### config.mk
export PLATFORM = sky130hd
export DESIGN_NAME = mbr_partition_entry_builder
export DESIGN_NICKNAME = d
export VERILOG_FILES = /design/src/hw/rtl/mpeb_pkg.sv /design/src/hw/rtl/mpeb_div.sv /design/src/hw/rtl/mbr_partition_entry_builder.sv
export SDC_FILE = /design/constraint.sdc
export NUM_CORES = 1
export LEC_CHECK = 0
export ABC_AREA = 1
export BUFFER_PORTS_ARGS = -buffer_cell sky130_fd_sc_hd__buf_2
export CORE_ASPECT_RATIO = 1.5
export CORE_MARGIN = 1.5
export CORE_UTILIZATION = 53
export CTS_CLUSTER_DIAMETER = 200
export CTS_CLUSTER_SIZE = 16
export DETAILED_ROUTE_END_ITERATION = 10
export GPL_ROUTABILITY_DRIVEN = 0
export GPL_TIMING_DRIVEN = 0
export PLACE_DENSITY = 0.76
export SLEW_MARGIN = 20
export SYNTH_ARGS = -nofsm -noshare
export SYNTH_HDL_FRONTEND = slang
export SYNTH_SLANG_ARGS = --single-unit
### constraint.sdc
create_clock -name clk_i -period 7.3 [get_ports clk_i]
set_input_delay 0.73 -clock clk_i [delete_from_list [all_inputs] [get_ports clk_i]]
set_output_delay 0.73 -clock clk_i [all_outputs]
set_load 0.01 [all_outputs]
### src/hw/rtl/mpeb_pkg.sv
`timescale 1ns / 1ps

package mpeb_pkg;

  localparam int unsigned LbaWidth    = 32;
  localparam int unsigned SptWidth    = 6;
  localparam int unsigned HeadsWidth  = 8;
  localparam int unsigned CylWidth    = 10;
  localparam int unsigned CfgIdxWidth = 2;
  localparam int unsigned CfgWidth    = 32;
  localparam int unsigned SlotWidth   = 2;
  localparam int unsigned SlotsWidth  = 3;
  localparam int unsigned DivisorWidth = 8;
  localparam int unsigned StepWidth   = $clog2(LbaWidth);

  localparam logic [SlotsWidth-1:0] NumSlots   = 3'd4;
  localparam logic [CylWidth-1:0]   CylLimit   = 10'((1 << 10) - 1);
  localparam logic [HeadsWidth:0]   HeadLimit  = 9'((1 << 8) - 1);
  localparam logic [SptWidth-1:0]   SptReset   = 6'd63;
  localparam logic [HeadsWidth-1:0] HeadsReset = 8'd16;
  localparam logic [LbaWidth-1:0]   LbaReset   = '0;

  typedef enum logic [CfgIdxWidth-1:0] {
    REG_SPT   = 2'd0,
    REG_HEADS = 2'd1,
    REG_START = 2'd2
  } cfg_idx_e;

  typedef enum logic [1:0] {
    ERR_NONE = 2'd0,
    ERR_CYL  = 2'd1,
    ERR_HEAD = 2'd2,
    ERR_FULL = 2'd3
  } err_e;

  typedef enum logic [1:0] {
    ST_IDLE,
    ST_LAUNCH,
    ST_WAIT,
    ST_FINISH
  } state_e;

  typedef struct packed {
    logic                    start;
    logic [LbaWidth-1:0]     dividend;
    logic [DivisorWidth-1:0] divisor;
  } div_req_t;

  typedef struct packed {
    logic                    done;
    logic [LbaWidth-1:0]     quotient;
    logic [DivisorWidth-1:0] remainder;
  } div_rsp_t;

endpackage

### src/hw/rtl/mpeb_div.sv
`timescale 1ns / 1ps

module mpeb_div (
  input  logic               clk_i,
  input  logic               rst_ni,
  input  mpeb_pkg::div_req_t req_i,
  output mpeb_pkg::div_rsp_t rsp_o
);
  import mpeb_pkg::*;

  logic                    busy_q;
  logic                    done_q;
  logic [StepWidth-1:0]    cnt_q;
  logic [DivisorWidth-1:0] rem_q, rem_d;
  logic [LbaWidth-1:0]     quo_q;
  logic [DivisorWidth-1:0] dvs_q;
  logic [DivisorWidth:0]   shifted;
  logic [DivisorWidth:0]   diff;
  logic                    fits;

  // One restoring step per cycle, most significant dividend bit first.
  always_comb begin
    shifted = {rem_q, quo_q[LbaWidth-1]};
    fits    = shifted >= {1'b0, dvs_q};
    diff    = shifted - {1'b0, dvs_q};
    rem_d   = fits ? diff[DivisorWidth-1:0] : shifted[DivisorWidth-1:0];
  end

  always_ff @(posedge clk_i or negedge rst_ni) begin
    if (!rst_ni) begin
      busy_q <= 1'b0;
      done_q <= 1'b0;
      cnt_q  <= '0;
    end else if (req_i.start) begin
      busy_q <= 1'b1;
      done_q <= 1'b0;
      cnt_q  <= '0;
    end else if (busy_q) begin
      cnt_q <= cnt_q + 1'b1;
      if (cnt_q == StepWidth'(LbaWidth - 1)) begin
        busy_q <= 1'b0;
        done_q <= 1'b1;
      end
    end else begin
      done_q <= 1'b0;
    end
  end

  always_ff @(posedge clk_i) begin
    if (req_i.start) begin
      rem_q <= '0;
      quo_q <= req_i.dividend;
      dvs_q <= req_i.divisor;
    end else if (busy_q) begin
      rem_q <= rem_d;
      quo_q <= {quo_q[LbaWidth-2:0], fits};
    end
  end

  assign rsp_o.done      = done_q;
  assign rsp_o.quotient  = quo_q;
  assign rsp_o.remainder = rem_q;

endmodule

### src/hw/rtl/mbr_partition_entry_builder.sv
`timescale 1ns / 1ps

// Channel   Direction  tdata (low bit up)                         tuser
// s_axis    in         sector_count, partition_type, boot_status  mode
// m_axis    out        entry_low, entry_high                      slot_index, error_code
// cfg       in         write enable, register index, write data   -
//
// For a CHS entry, four divisions (launch, 32 steps, done) run one after another
// on the shared restoring divider, then the output register is loaded once it is free.
// A full table or a request without CHS skips the divisions and goes straight to
// loading the output register.
// Reset loads the default geometry and clears the running LBA and slot count.
// A new transaction is taken once the sequencer is idle, even while the last
// result still waits in the output register.

module mbr_partition_entry_builder (
  input  logic                                clk_i,
  input  logic                                rst_ni,
  input  logic                                s_axis_tvalid,
  output logic                                s_axis_tready,
  // sector_count[31:0], partition_type[39:32], boot_status[47:40]
  input  logic [47:0]                         s_axis_tdata,
  // mode[0]
  input  logic [0:0]                          s_axis_tuser,
  output logic                                m_axis_tvalid,
  input  logic                                m_axis_tready,
  // entry_low[63:0], entry_high[127:64]
  output logic [127:0]                        m_axis_tdata,
  // slot_index[1:0], error_code[3:2]
  output logic [3:0]                          m_axis_tuser,
  input  logic                                cfg_we_i,
  input  logic [mpeb_pkg::CfgIdxWidth-1:0]    cfg_idx_i,
  input  logic [mpeb_pkg::CfgWidth-1:0]       cfg_wdata_i
);
  import mpeb_pkg::*;

  state_e state_q, state_d;
  logic [1:0] step_q, step_d;

  logic [SptWidth-1:0]   spt_q;
  logic [HeadsWidth-1:0] heads_q;
  logic [LbaWidth-1:0]   next_lba_q;
  logic [SlotsWidth-1:0] slots_q;

  logic [LbaWidth-1:0]   count_q;
  logic [7:0]            ptype_q;
  logic [7:0]            status_q;
  logic                  nochs_q;
  logic                  full_q;
  logic [SlotWidth-1:0]  slot_q;
  logic [LbaWidth-1:0]   first_q;
  logic [LbaWidth-1:0]   last_q;
  logic [LbaWidth-1:0]   track_q;

  logic [SptWidth-1:0]   bsec_q, esec_q;
  logic [HeadsWidth-1:0] bhead_q, ehead_q;
  logic [CylWidth-1:0]   bcyl_q, ecyl_q;
  logic                  bovf_q, eovf_q;

  logic                  out_valid_q;
  logic [127:0]          out_data_q;
  logic [3:0]            out_user_q;

  logic                  in_fire;
  logic                  table_full;
  logic                  out_load;
  logic                  store_div;
  logic [SptWidth-1:0]   spt_eff;
  logic [HeadsWidth-1:0] heads_eff;
  div_req_t              div_req;
  div_rsp_t              div_rsp;

  err_e                  err;
  logic [63:0]           entry_low;
  logic [63:0]           entry_high;

  assign spt_eff    = (spt_q == '0) ? SptWidth'(1) : spt_q;
  assign heads_eff  = (heads_q == '0) ? HeadsWidth'(1) : heads_q;
  assign table_full = slots_q >= NumSlots;
  assign in_fire    = s_axis_tvalid && s_axis_tready;

  mpeb_div u_div (
    .clk_i  (clk_i),
    .rst_ni (rst_ni),
    .req_i  (div_req),
    .rsp_o  (div_rsp)
  );

  // Steps: begin track, begin cylinder/head, end track, end cylinder/head.
  always_comb begin
    div_req.start = 1'b0;
    case (step_q)
      2'd0:    div_req.dividend = first_q;
      2'd2:    div_req.dividend = last_q;
      default: div_req.dividend = track_q;
    endcase
    if (step_q[0]) begin
      div_req.divisor = heads_eff;
    end else begin
      div_req.divisor = {{(DivisorWidth-SptWidth){1'b0}}, spt_eff};
    end

    state_d   = state_q;
    step_d    = step_q;
    out_load  = 1'b0;
    store_div = 1'b0;
    s_axis_tready = 1'b0;

    unique case (state_q)
      ST_IDLE: begin
        s_axis_tready = 1'b1;
        if (s_axis_tvalid) begin
          step_d = 2'd0;
          if (table_full || s_axis_tuser[0]) begin
            state_d = ST_FINISH;
          end else begin
            state_d = ST_LAUNCH;
          end
        end
      end
      ST_LAUNCH: begin
        div_req.start = 1'b1;
        state_d = ST_WAIT;
      end
      ST_WAIT: begin
        if (div_rsp.done) begin
          store_div = 1'b1;
          if (step_q == 2'd3) begin
            state_d = ST_FINISH;
          end else begin
            step_d  = step_q + 2'd1;
            state_d = ST_LAUNCH;
          end
        end
      end
      ST_FINISH: begin
        if (!out_valid_q || m_axis_tready) begin
          out_load = 1'b1;
          state_d  = ST_IDLE;
        end
      end
      default: state_d = ST_IDLE;
    endcase
  end

  always_ff @(posedge clk_i or negedge rst_ni) begin
    if (!rst_ni) begin
      state_q <= ST_IDLE;
      step_q  <= 2'd0;
    end else begin
      state_q <= state_d;
      step_q  <= step_d;
    end
  end

  // Geometry and table state.
  always_ff @(posedge clk_i or negedge rst_ni) begin
    if (!rst_ni) begin
      spt_q      <= SptReset;
      heads_q    <= HeadsReset;
      next_lba_q <= LbaReset;
      slots_q    <= '0;
    end else if (cfg_we_i) begin
      unique case (cfg_idx_e'(cfg_idx_i))
        REG_SPT:   spt_q <= cfg_wdata_i[SptWidth-1:0];
        REG_HEADS: heads_q <= cfg_wdata_i[HeadsWidth-1:0];
        REG_START: begin
          next_lba_q <= cfg_wdata_i[LbaWidth-1:0];
          slots_q    <= '0;
        end
        default: ;
      endcase
    end else if (in_fire && !table_full) begin
      next_lba_q <= next_lba_q + s_axis_tdata[31:0];
      slots_q    <= slots_q + 1'b1;
    end
  end

  always_ff @(posedge clk_i) begin
    if (in_fire) begin
      count_q  <= s_axis_tdata[31:0];
      ptype_q  <= s_axis_tdata[39:32];
      status_q <= s_axis_tdata[47:40];
      nochs_q  <= s_axis_tuser[0];
      full_q   <= table_full;
      slot_q   <= slots_q[SlotWidth-1:0];
      first_q  <= next_lba_q;
      last_q   <= next_lba_q + s_axis_tdata[31:0] - LbaWidth'(1);
    end
    if (store_div) begin
      unique case (step_q)
        2'd0: begin
          track_q <= div_rsp.quotient;
          bsec_q  <= div_rsp.remainder[SptWidth-1:0] + SptWidth'(1);
        end
        2'd1: begin
          bhead_q <= div_rsp.remainder;
          bcyl_q  <= div_rsp.quotient[CylWidth-1:0];
          bovf_q  <= |div_rsp.quotient[LbaWidth-1:CylWidth];
        end
        2'd2: begin
          track_q <= div_rsp.quotient;
          esec_q  <= div_rsp.remainder[SptWidth-1:0] + SptWidth'(1);
        end
        default: begin
          ehead_q <= div_rsp.remainder;
          ecyl_q  <= div_rsp.quotient[CylWidth-1:0];
          eovf_q  <= |div_rsp.quotient[LbaWidth-1:CylWidth];
        end
      endcase
    end
  end

  // Error precedence is full table, cylinder range, head range; without CHS only full.
  always_comb begin
    if (full_q) begin
      err = ERR_FULL;
    end else if (nochs_q) begin
      err = ERR_NONE;
    end else if (bovf_q || eovf_q || (bcyl_q > CylLimit) || (ecyl_q > CylLimit)) begin
      err = ERR_CYL;
    end else if (({1'b0, bhead_q} > HeadLimit) || ({1'b0, ehead_q} > HeadLimit)) begin
      err = ERR_HEAD;
    end else begin
      err = ERR_NONE;
    end

    entry_low  = '0;
    entry_high = '0;
    if (err == ERR_NONE) begin
      entry_low[7:0]   = status_q;
      entry_low[39:32] = ptype_q;
      if (!nochs_q) begin
        entry_low[15:8]  = bhead_q;
        entry_low[23:16] = {bcyl_q[9:8], bsec_q};
        entry_low[31:24] = bcyl_q[7:0];
        entry_low[47:40] = ehead_q;
        entry_low[55:48] = {ecyl_q[9:8], esec_q};
        entry_low[63:56] = ecyl_q[7:0];
      end
      entry_high = {count_q, first_q};
    end
  end

  always_ff @(posedge clk_i or negedge rst_ni) begin
    if (!rst_ni) begin
      out_valid_q <= 1'b0;
    end else if (out_load) begin
      out_valid_q <= 1'b1;
    end else if (m_axis_tready) begin
      out_valid_q <= 1'b0;
    end
  end

  always_ff @(posedge clk_i) begin
    if (out_load) begin
      out_data_q <= {entry_high, entry_low};
      out_user_q <= {err, full_q ? SlotWidth'(0) : slot_q};
    end
  end

  assign m_axis_tvalid = out_valid_q;
  assign m_axis_tdata  = out_data_q;
  assign m_axis_tuser  = out_user_q;

endmodule

* Word-level counts from Yosys, hierarchy flattened *
Index checks and enable logic that the tools add are counted.
W data, S select, Z words.

storage, ports and cells
  register bits = 439
  latch bits = 0
  memory bits (writable) = 0
  memory bits (read-only) = 0
  input bits = 88
  word-level logic and storage cells = 140
  memories = 0

cells by class
  add/subtract/negate cells = 7
  multipliers = 0
  div/mod/pow operators = 0
  $lt $le $gt $ge = 4
  eq/ne operators = 15
  shift-type cells = 0
  muxes and demuxes = 42
  bitwise logic cells = 3
  reduce and logical (&&, ||, !) cells = 34

operators with widths
  operator                 number
  $mux W32                 5
  $pmux W32 S2             1
  $add A32 B32 Y32         1
  $sub A32 B1 Y32 const B  1
  $reduce_or A22 Y1        1
  $gt A10 B10 Y1 const B   2
  $mux W2                  9
  $mux W6                  3
  $mux W1                  16
  $reduce_and A2 Y1        8
  $eq A2 B2 Y1 const B     5
  $mux W5                  2
  $ge A9 B8 Y1             1
  $mux W3                  3
  $logic_not A2 Y1         4
  $logic_not A8 Y1         1
  $mux W8                  1
  $pmux W2 S4              1
  $reduce_bool A2 Y1       4
  $sub A8 B8 Y8            1
  $add A6 B1 Y6 const B    1
  $eq A2 B1 Y1 const B     3
  $logic_not A6 Y1         1
  $ne A2 B2 Y1 const B     3
  other kinds (16)         27

* Logic depth before layout (Yosys ltp) *
  depth after elaboration = 9
  mapped depth = 20
  depth with buffers taken out = 20

* Cells and area by module *
A second synthesis with hierarchy kept.

unflattened totals
  cells, all modules = 2139
  area total of the unflattened synthesis = 20588.5 µm²

modules (own cells, without submodules)
  module                       times used  cells each  area each (µm²)  sequential area each (µm²)
  mbr_partition_entry_builder  1           1831        17827.1          11269.6
  mpeb_div                     1           308         2761.4           1536.5

* Least setup slack after synthesis *
Ideal clock, no wire load.

  kind = in2reg
  start point = input port s_axis_tvalid
  end point = register next_lba_q[7]
  data arrival time = 6.962 ns
  setup slack = 0.272 ns
  stages = 9
  cells stage by stage = inv_1 -> nor2_1 -> nand3_1 -> nand2_1 -> inv_1 -> clkbuf_1 -> a21oi_1 -> o21ai_0 -> nand2_1

between the ends
  word-level cells in the longest chain between the ends = 4

ends and longest elaborated chain
  what                                 RTL line                            text
  start, declared                      mbr_partition_entry_builder.sv:19   input logic s_axis_tvalid,
  $logic_and A1 B1 Y1                  mbr_partition_entry_builder.sv:80   assign in_fire = s_axis_tvalid && s_axis_tready;
  net in_fire                          mbr_partition_entry_builder.sv:64   logic in_fire;
  $logic_and A1 B1 Y1                  mbr_partition_entry_builder.sv:173  end else if (in_fire && !table_full) begin
  $reduce_bool A2 Y1 (no source line)  -
  $reduce_and A2 Y1 (no source line)   -
  end signal, assigned                 mbr_partition_entry_builder.sv:161  next_lba_q <= LbaReset;
  end signal, assigned                 mbr_partition_entry_builder.sv:168  next_lba_q <= cfg_wdata_i[LbaWidth-1:0];
  end signal, assigned                 mbr_partition_entry_builder.sv:174  next_lba_q <= next_lba_q + s_axis_tdata[31:0];
  end, declared                        mbr_partition_entry_builder.sv:42   logic [LbaWidth-1:0] next_lba_q;

The timed path passes the listed nets, and every way through them passes these cells.
A chain may end at the register's enable or synchronous reset.

* Final worst setup path *
  start point = register next_lba_q[0]
  end point = register last_q[28], data pin

between the ends
  word-level cells in the longest chain between the ends = 2

ends and longest elaborated chain
  what                  RTL line                            text
  $add A32 B32 Y32      mbr_partition_entry_builder.sv:188  last_q <= next_lba_q + s_axis_tdata[31:0] - LbaWidth'(1);
  $sub A32 B1 Y32       mbr_partition_entry_builder.sv:188
  end signal, assigned  mbr_partition_entry_builder.sv:188
  end, declared         mbr_partition_entry_builder.sv:52   logic [LbaWidth-1:0] last_q;

No other way between the ends.

==> reports/results.ini <==
[status]
status = complete, no violations

[sta]
rsz0062_at_grt = false
tns_ns = 0
worst_slew_pin_slew_ns = 0.846
setup_viol = 0
min_period_ns = 3.23
skew_ns = 0.0221
fmax_mhz = 309
hold_viol = 0
slew_violations = 0
post-route-period-util_pct = 44.3
max_slew_margin_pct = 43.4

[die]
ios = 222
die-width_um = 163
core_mm2 = 0.0377
initial_core_util_pct = 53.8
die_area_mm2 = 0.0395
num_rows = 87
chipHeight_um = 243

[clock_network]
hold_buffers = 0
clkTransAtPathRegs_ns = 0.07
cts_made_buffers = 31
insertion_delay_ns = 0.61
cts_tree = yes
clock_sinks = 439
root_buffer = clkbuf_16
cts_setup_buffers = 0
cts_resized = 0
cts_buffer_depth = 3
htreeDepth = 1

[yosys]
synth-edff-count = 370
synthTopCellsByArea = edfxtp_1, nand2_1, inv_1
yosys.area.top_type = edfxtp_1
ys_seq_elements = 439
async_flop_share_pct = 13.9
yosys_warnings = 0
ys.flop_type = edfxtp_1
syn_inst = 2034
synth_nets = 2173
yosysUniqueCellTypes = 46
seq_area_frac_synth_pct = 63.2
synth_top_area_share_pct = 54.8
avgSynthCellArea_um2 = 9.97
netlist_area_mm2 = 0.0203

[worst_setup_path]
path_max_fanout = 4
reg2reg_depth = 17
r2r-start = next_lba_q[0]
r2r_end = last_q[28]
worstPathRequired_ns = 7.66
cp_common_cell = nand2_1
start_kind = flop
ff2ff_setup_slack_ns = 4.07
cp_slowest_cell = nor3_2
cpPeakStageDelay_ns = 0.48
worstSetupEndpointType = flop
crit_chain = ha_1 > inv_1 > fa_1 > inv_1 > nand3_1 > nand2_2 > nand2_1 > nand2_1 > nand2_1 > nand2_2 > inv_1 > nor2_1 > nand3_1 > nor3_2 > nand3_1 > nand2_1 > nand2_1
critical_path_class = flop to flop
crit_cells = 17
crit_buf_inv = 3
critPathTopFamily = simple AND/OR/NAND/NOR gates
arrival_ns = 3.59

[grt]
grt_pass1_vias = 14700
globalRouteTotalUtil_pct = 25.1
antenna_found_initial = 2
grt_use_met1_pct = 25.6
grt_max_degree = 38
grt_use_met3_pct = 3.22
overflow = 0
grt_busiest_layer = met2
grt_pass1_wl_um = 75100
gr-usage-met2_pct = 45.5

[routing]
drtIter0Drc = 1117
wl_um = 49100
drc_errors = 0
avgViaCountPerCell = 5.24
firstDrtPassIters = 6
ant_nets = 0
wl_per_cell_um = 17.4
dr_total_vias = 14800

[finish]
syn2layout_area_growth_pct = 14.4
multi_input_area_mm2 = 0.00589
fillers = 3126
final_util_pct = 61.6
mostFrequentLayoutCells = nand2_1, edfxtp_1, inv_1, nor2_1, buf_2
layout_commonest_cell = nand2_1
ff_latch_area_mm2 = 0.0128
layout-drive-gt1-share_pct = 14.4
layout.nets = 2440

[hold_path]
hp-class = input port to async pin

[flow_run]
drv_cap = 0

[pwr]
max-vdd-ir-drop_uv = 224
p_total_uw = 9460
leakagePower_uw = 0.0104
power_density_mw_per_mm2 = 408

[placement]
dp_hpwl_um = 38400
portBuffers = 220

[worst reg2reg max path: stages (launching register included)]
cell and delay [ns]:
dfrtp_1 0.40, ha_1 0.27, inv_1 0.08, fa_1 0.41, inv_1 0.10, nand3_1 0.10, nand2_2 0.12, nand2_1 0.07
nand2_1 0.17, nand2_1 0.09, nand2_2 0.12, inv_1 0.08, nor2_1 0.11, nand3_1 0.10, nor3_2 0.48, nand3_1 0.16
nand2_1 0.09, nand2_1 0.05
[through the flow]
| stage | std cells | hold WS, ns | instance area, um2 | setup WS (ns) |
|---|---|---|---|---|
| finish | 2816 | 0.0542 | 23200 | 4.07 |
| global route | 2815 | 0.0500 | 23200 | 3.89 |
| CTS | 2815 | 0.0459 | 23200 | 4.18 |
| detailed placement | 2757 | 0.434 | 22300 | 3.71 |
| global placement | 2743 | 0.431 | 22000 | -2.57 |
| floorplan | 2034 | 0.426 | 20300 | 0.272 |
[sequential cells by signal (all words and copies together), names as in the netlist, 8 cells and up]
name	flops
bcyl_q	10
bhead_q	8
count_q	32
ecyl_q	10
ehead_q	8
first_q	32
heads_q	8
last_q	32
m_axis_tdata	128
next_lba_q	32
ptype_q	8
status_q	8
track_q	32
u_div.dvs_q	8
u_div.quo_q	32
u_div.rem_q	8
[worst max path at each step]
| stage | startpoint | end | slack [ns] |
|---|---|---|---|
| floorplan | s_axis_tvalid | next_lba_q[7] | 0.27 |
| global placement | s_axis_tvalid | next_lba_q[7] | -2.57 |
| detailed placement | s_axis_tdata[0] | last_q[28] | 3.71 |
| CTS | next_lba_q[0] | last_q[28] | 4.18 |
| global route | next_lba_q[0] | last_q[28] | 3.89 |
| finish | next_lba_q[0] | last_q[28] | 4.07 |
[Yosys cell counts (2+ instances only)]
cell type,count
ha_1,49
a21oi_1,89
o21ai_1,4
fa_1,2
buf_1,3
a22oi_1,9
dfrtp_1,54
and2_1,4
nand2_2,19
buf_2,2
xor2_1,22
nor2_1,284
a31oi_1,2
dfxtp_1,8
dfstp_2,7
inv_2,6
nor2_4,4
clkinv_1,4
clkbuf_1,44
nand2_1,436
xnor2_2,2
nor3_1,9
nand3_4,2
nand4_1,22
nand3_1,61
edfxtp_1,370
a221oi_1,32
nor4_1,5
nand3_2,6
nor2_2,10
xnor2_1,11
nor3_2,2
inv_1,365
o21ai_0,68
nand3b_1,4
o22ai_1,3
[report_power, final]
part           switching (uW)  internal (uW)
Combinational            2550           1220
Sequential                402           3660
Clock                     819            804
[area by class of cell]
cell class,count,share of cell area [%]
plain buffers,50,0.836
clock inverters,2,0.0863
clock buffers,56,3.75
diodes,1,0.0108
inverters,375,6.07
repair buffers,234,5.99
well taps,489,2.64
flip-flops and latches,439,55.2
multi-input cells,1170,25.4
[routing by layer]
metal | vias up | share of wire (%)
li1 | 7151 | -
met1 | 6823 | 35
met2 | 577 | 51
met3 | 204 | 5.5
met4 | 2 | 8.7
met5 | - | 0.022
[logic make-up (layout without fill, tap and decap cells)]
group                    after synthesis  count (layout)  share of synthesized area (%)
flip-flops                           439             439                           63.2
adder cells (fa/ha/maj)               51              51                           3.22
AND/OR/NAND/NOR                      872             872                           18.0
other                                  0               1                              0
AO/OA/AOI/OAI                        211             211                           6.00
XOR/XNOR                              36              36                           1.72
buffers and inverters                425             717                           7.90
No activity file was read; power rests on OpenSTA's default activity.
